`config.mk`:
```
export PLATFORM = sky130hd
export DESIGN_NAME = bdll_controller
export DESIGN_NICKNAME = d
export VERILOG_FILES = /design/src/hdl/bdll_pkg.sv /design/src/hdl/bdll_controller.sv
export SDC_FILE = /design/constraint.sdc
export NUM_CORES = 1
export LEC_CHECK = 0
export ABC_CLOCK_PERIOD_IN_PS = 2000
export BUFFER_PORTS_ARGS = -buffer_cell sky130_fd_sc_hd__buf_4
export CAP_MARGIN = 5
export CORE_ASPECT_RATIO = 1.2
export CORE_MARGIN = 3
export CORE_UTILIZATION = 53
export CTS_CLUSTER_SIZE = 28
export DETAILED_ROUTE_END_ITERATION = 12
export MAX_ROUTING_LAYER = met4
export PLACE_DENSITY = 0.78
export SLEW_MARGIN = 20
export SYNTH_ARGS = -nofsm -noshare
export SYNTH_HDL_FRONTEND = slang
export SYNTH_SLANG_ARGS = --single-unit
export TNS_END_PERCENT = 100
```
`constraint.sdc`:
```
create_clock -name i_clk -period 2 [get_ports i_clk]
set_input_delay 0.2 -clock i_clk [delete_from_list [all_inputs] [get_ports i_clk]]
set_output_delay 0.2 -clock i_clk [all_outputs]
set_load 0.01 [all_outputs]
```
`src/hdl/bdll_pkg.sv`:
```
`timescale 1ns / 1ps
// ----------------------------------------------------------------------------
// bdll_pkg
// Operation and status codes plus the controller/datapath command and status
// structs shared by the linked list engine.
// ----------------------------------------------------------------------------
package bdll_pkg;

    typedef enum logic [2:0] {
        OP_INS_FRONT = 3'd0,
        OP_INS_BACK  = 3'd1,
        OP_INS_AFTER = 3'd2,
        OP_REM_FRONT = 3'd3,
        OP_REM_BACK  = 3'd4,
        OP_REM_VALUE = 3'd5,
        OP_FIND      = 3'd6,
        OP_CLEAR     = 3'd7
    } t_op;

    localparam logic [1:0] ST_OK       = 2'd0;
    localparam logic [1:0] ST_EMPTY    = 2'd1;
    localparam logic [1:0] ST_NOTFOUND = 2'd2;
    localparam logic [1:0] ST_FULL     = 2'd3;

    // Micro-operations the controller issues to the datapath.
    typedef enum logic [3:0] {
        UC_NOP,
        UC_LOAD,        // capture the input item
        UC_SRCH_START,  // point the walker at the head
        UC_SRCH_STEP,   // compare the fetched node and advance
        UC_RD_NEXT,     // fetch next link of the position node
        UC_RD_PREV,     // fetch prev link of the position node
        UC_INS_FRONT,
        UC_INS_BACK,
        UC_INS_AFTER,
        UC_UNLINK,      // remove the node at the position register
        UC_POS_HEAD,
        UC_POS_TAIL,
        UC_CLEAR_STEP
    } t_ucmd;

    typedef struct packed {
        t_ucmd cmd;
    } t_ctl;

    typedef struct packed {
        logic full;
        logic empty;
        logic srch_done;
        logic srch_hit;
        logic clear_done;
        logic one_left;
    } t_sts;

endpackage

```
`src/hdl/bdll_controller.sv`:
```
`timescale 1ns / 1ps
// ----------------------------------------------------------------------------
// bdll_controller
// Sequences each operation into datapath micro-operations and signals when to
// load the result register.
// ----------------------------------------------------------------------------
module bdll_controller
    import bdll_pkg::*;
(
    input  logic       i_clk,
    input  logic       i_rst_n,
    input  logic       i_valid,
    output logic       o_stall,
    input  logic [2:0] i_operation,
    input  t_sts       i_sts,
    output t_ctl       o_ctl,
    output logic       o_res_load,
    output logic [1:0] o_res_status,
    output logic       o_res_found,
    input  logic       i_res_busy
);
    typedef enum logic [3:0] {
        S_CLEAR, S_IDLE, S_DISPATCH, S_SRCH_FETCH, S_SRCH_STEP,
        S_POS_WAIT, S_INS_AFTER, S_UNLINK, S_DONE
    } t_state;

    t_state     r_state, n_state;
    t_op        r_op;
    logic [1:0] r_status, n_status;
    logic       r_found, n_found;
    t_ctl       w_ctl;

    assign o_stall = (r_state != S_IDLE) || i_res_busy;

    always_comb begin
        n_state  = r_state;
        n_status = r_status;
        n_found  = r_found;
        w_ctl.cmd = UC_NOP;
        case (r_state)
            S_CLEAR: begin
                if (i_sts.clear_done) begin
                    // A clear that came from an item reports once the sweep is done.
                    n_state = (r_op == OP_CLEAR) ? S_DONE : S_IDLE;
                end else begin
                    w_ctl.cmd = UC_CLEAR_STEP;
                end
            end
            S_IDLE: begin
                if (i_valid && !i_res_busy) begin
                    w_ctl.cmd = UC_LOAD;
                    n_state   = S_DISPATCH;
                    n_status  = ST_OK;
                    n_found   = 1'b0;
                end
            end
            S_DISPATCH: begin
                case (r_op)
                    OP_INS_FRONT: begin
                        if (i_sts.full) n_status = ST_FULL;
                        else w_ctl.cmd = UC_INS_FRONT;
                        n_state = S_DONE;
                    end
                    OP_INS_BACK: begin
                        if (i_sts.full) n_status = ST_FULL;
                        else w_ctl.cmd = UC_INS_BACK;
                        n_state = S_DONE;
                    end
                    OP_REM_FRONT, OP_REM_BACK: begin
                        if (i_sts.empty) begin
                            n_status = ST_EMPTY; n_state = S_DONE;
                        end else begin
                            w_ctl.cmd = (r_op == OP_REM_FRONT) ? UC_POS_HEAD : UC_POS_TAIL;
                            n_state = S_POS_WAIT;
                        end
                    end
                    OP_CLEAR: n_state = S_CLEAR;
                    default: begin
                        if (i_sts.empty && r_op != OP_INS_AFTER) begin
                            n_status = ST_EMPTY; n_state = S_DONE;
                        end else begin
                            w_ctl.cmd = UC_SRCH_START;
                            n_state = S_SRCH_FETCH;
                        end
                    end
                endcase
            end
            S_SRCH_FETCH: begin
                // Node data for the walker appears next cycle.
                n_state = S_SRCH_STEP;
            end
            S_SRCH_STEP: begin
                if (i_sts.srch_done) begin
                    n_found = i_sts.srch_hit;
                    case (r_op)
                        OP_INS_AFTER: begin
                            if (i_sts.full) begin
                                n_status = ST_FULL; n_state = S_DONE;
                            end else if (i_sts.srch_hit) begin
                                w_ctl.cmd = UC_RD_NEXT; n_state = S_INS_AFTER;
                            end else begin
                                w_ctl.cmd = UC_INS_BACK; n_state = S_DONE;
                            end
                        end
                        OP_REM_VALUE: begin
                            if (i_sts.srch_hit) begin
                                w_ctl.cmd = UC_RD_PREV; n_state = S_UNLINK;
                            end else begin
                                n_status = ST_NOTFOUND; n_state = S_DONE;
                            end
                        end
                        default: begin
                            if (!i_sts.srch_hit) n_status = ST_NOTFOUND;
                            n_state = S_DONE;
                        end
                    endcase
                end else begin
                    w_ctl.cmd = UC_SRCH_STEP;
                    n_state   = S_SRCH_FETCH;
                end
            end
            S_POS_WAIT: begin
                w_ctl.cmd = UC_RD_PREV;
                n_state   = S_UNLINK;
            end
            S_INS_AFTER: begin
                w_ctl.cmd = UC_INS_AFTER;
                n_state   = S_DONE;
            end
            S_UNLINK: begin
                w_ctl.cmd = UC_UNLINK;
                n_state   = S_DONE;
            end
            S_DONE: n_state = S_IDLE;
            default: n_state = S_IDLE;
        endcase
    end

    always_ff @(posedge i_clk) begin
        if (!i_rst_n) begin
            r_state  <= S_CLEAR;
            r_op     <= OP_INS_FRONT;
            r_status <= ST_OK;
            r_found  <= 1'b0;
        end else begin
            r_state  <= n_state;
            r_status <= n_status;
            r_found  <= n_found;
            if (w_ctl.cmd == UC_LOAD) r_op <= t_op'(i_operation);
        end
    end

    assign o_ctl        = w_ctl;
    assign o_res_load   = (r_state == S_DONE);
    assign o_res_status = r_status;
    assign o_res_found  = r_found;

    property p_done_idle;
        @(posedge i_clk) disable iff (!i_rst_n) (r_state == S_DONE) |=> (r_state == S_IDLE);
    endproperty
    a_done_idle: assert property (p_done_idle) else $error("done not followed by idle");

    property p_no_accept_busy;
        @(posedge i_clk) disable iff (!i_rst_n)
            (w_ctl.cmd == UC_LOAD) |-> (r_state == S_IDLE && !i_res_busy);
    endproperty
    a_no_accept_busy: assert property (p_no_accept_busy) else $error("load while busy");

    property p_full_status;
        @(posedge i_clk) disable iff (!i_rst_n)
            (r_state == S_DISPATCH && r_op == OP_INS_FRONT && i_sts.full)
            |=> (r_status == ST_FULL);
    endproperty
    a_full_status: assert property (p_full_status) else $error("full not reported");
endmodule

```
==> qor.yml <==
timing.rr.start: "r_state[2]"
fin_tns_setup_ns: 0
htreeDepth: 1
rows: 16
antenna_found_initial: 0
cts.sinks: 10
maxCapViolations: 0
dp.cells: 168
clockRootBuffer: "clkbuf_4"
vias: 1135
hpwl_mm: 2.00
synth_top_family_by_area: "simple AND/OR/NAND/NOR gates"
hold_path_startpoint: "i_operation[0]"
grt-ovfl-total: 0
cp-end-kind: "output pin"
cp_max_fo: 13
start_util_pct: 58.4
syn_inst: 135
syn-num-nets: 148
worstSetupStartpointType: "flop"
cp.arrival_ns: 1.72
hold_class: "in -> reg"
io_pins: 22
synth-xor-area-share_pct: 0.892
maxSlewHeadroom_pct: 67.2
drt_iter0_drc: 29
fmax_ghz: 0.520
yosysSeqAreaShare_pct: 20.4
cts_tree: "yes"
instances_no_fill: 174
cts_buffer_depth: 2
finalSetupViolations: 0
drive_above_1_share_pct: 28.8
ant_nets: 0
fillCellCount: 152
syn_avg_cell_area_um2: 7.28
clk_pin_slew_worst_paths_ns: 0.06
status: "finished, final reports clean"
gp_congestion: 0.930
hold_violations: 0
layout_worst_path_cycle_share_pct: 96.1
period_needed_ns: 1.92
synth_compound_area_share_pct: 31.1
synth_edf_count: 0
synth_cell_types: 46
grt_max_degree: 18
grt_pass1_vias: 976
final_nets: 171
ys_ff_latch: 10
drc_errors: 0
ys.flop_type: "dfxtp_1"
cts_buffers: 3
rsz0062_at_grt: "no"
wl_mm: 2.79
cts_hold_buf: 0
diodes: 0
powerDensity_nw_per_um2: 478
wl_per_cell_um: 16.1
p_leak_nw: 0.480
die_area_um2: 2410
yosys_warnings: 0
netlist_area_um2: 982
skew_ns: 0.00228
design_area_um2: 1200
tightest_slew_ns: 0.490
dpl_cell_area_um2: 1140
routed_via_density: 6.52
die_width_um: 45.3
finalMaxSlewViolations: 0
dr.pass1.iters: 4
synth-simple-area-share_pct: 38.1
die_y_um: 53.2
synthAdderAreaFrac_pct: 0
ys_async_sr_fraction_pct: 0
syn2layout_area_growth_pct: 22.3
grt.total_usage_pct: 25.0
clock_latency_ns: 0.26
critical_path_required_ns: 1.80
max-vdd-ir-drop_v: 0.000495
cp-startpoint: "r_op[0]"
core_um2: 1680
setup.worst_path.class: "reg -> out"
synth.mux.area_fraction_pct: 2.04
io_buffers: 20
grt_pass1_wl_mm: 4.33
[layer usage]
metal	up-vias	wire (um)	GRT usage (%)	share of wire, %
met2	63	1370	40.1	49
met5	-	0	-	0
met4	0	68	7.80	2.4
met3	13	211	5.10	7.6
met1	512	1140	31.1	41
li1	547	-	-	-
[final timing paths]
path | endpoint | slack [ns] | cells after the start
hold reg to reg | o_res_found | 0.51 | 2
setup / recovery | o_ctl[2] | 0.08 | 5
setup reg to reg | r_state[0] | 0.31 | 5
hold / removal | r_op[0] | 0.17 | 3
[per-stage QoR]
| stage | hold WS (ns) | utilization, % | worst slack, ns | power, W |
|---|---|---|---|---|
| 3_3_place_gp | 0.427 | 67.6 | 0.251 | 0.000435 |
| 3_5_place_dp | 0.443 | 67.6 | 0.227 | 0.000439 |
| 2_1_floorplan | 0.339 | - | 0.389 | 0.000371 |
| 4_1_cts | 0.169 | 69.3 | 0.0139 | 0.000572 |
| 5_1_grt | 0.168 | 71.4 | 0.0184 | 0.000611 |
| 6_report | 0.170 | 71.4 | 0.0781 | 0.000574 |
[critical path, cell delays in order (launching register included)]
cell and delay (ns):
dfxtp_2 0.39, or4b_4 0.59, nand2_1 0.15, nand3_1 0.10
o221ai_1 0.08, buf_4 0.16
[cell type report]
cell class	instances	area [um^2]	share of cell area, %
Multi-Input combinational cell	111	718	59.8
Clock buffer	3	22.5	1.88
Sequential cell	10	209	17.4
Tap cell	18	22.5	1.88
Timing Repair Buffer	29	218	18.1
Inverter	3	11.3	0.938
[repair_timing]
action                     CTS  global route
setup endpoints to repair    4             4
buffers inserted             0             3
gates resized for setup      3             5
hold endpoints to repair     0             0
gates cloned                 0             0
pin swaps                    0             1
[sequential cells by signal, summed over array words and instances, names as in the netlist]
name and cells:
r_state 4, r_op 3, o_res_status 2, o_res_found 1
[cells in the final DEF (no fill, tap or decap), drive strengths merged, types with 3 or more instances in the layout]
master / netlist / layout
nor2: 15 / 15
a31oi: 5 / 5
or3b: 3 / 3
nor2b: 3 / 3
nand3b: 4 / 4
buf: 7 / 29
o21ai: 11 / 11
nand2: 8 / 8
clkbuf: 4 / 3
a311oi: 3 / 3
inv: 3 / 3
nand2b: 5 / 5
a21oi: 14 / 14
dfxtp: 10 / 10
or2: 4 / 4
nor3: 4 / 4
[logic make-up after synthesis]
family                    Yosys count
and+or+nand+nor                    61
xor gates and xnor gates            1
DFF                                10
muxes                               2
AOI/OAI and AO/OA                  47
buffers and inverters              14
[cell usage after synthesis (3+ instances only)]
master     n  area, um^2
a21oi_1   14        70.1
o21ai_0    7        35.0
buf_2      5        25.0
nor2b_1    3        18.8
nand2b_1   5        31.3
clkbuf_1   4        15.0
nand3b_1   4        30.0
dfxtp_1   10         200
a31oi_1    5        31.3
a311oi_1   3        26.3
nand2_1    8        30.0
nor3_1     3        15.0
inv_1      3        11.3
o21ai_1    4        20.0
nor2_1    15        56.3
[power by group]
group / switching (W) / leakage (nW) / internal (W)
Clock: 0.0000636 / 0.0138 / 0.0000693
Sequential: 0.0000121 / 0.0832 / 0.000209
Combinational: 0.000119 / 0.383 / 0.000100
Total: 0.000195 / 0.480 / 0.000379
Power figures use the tool's default switching activity.
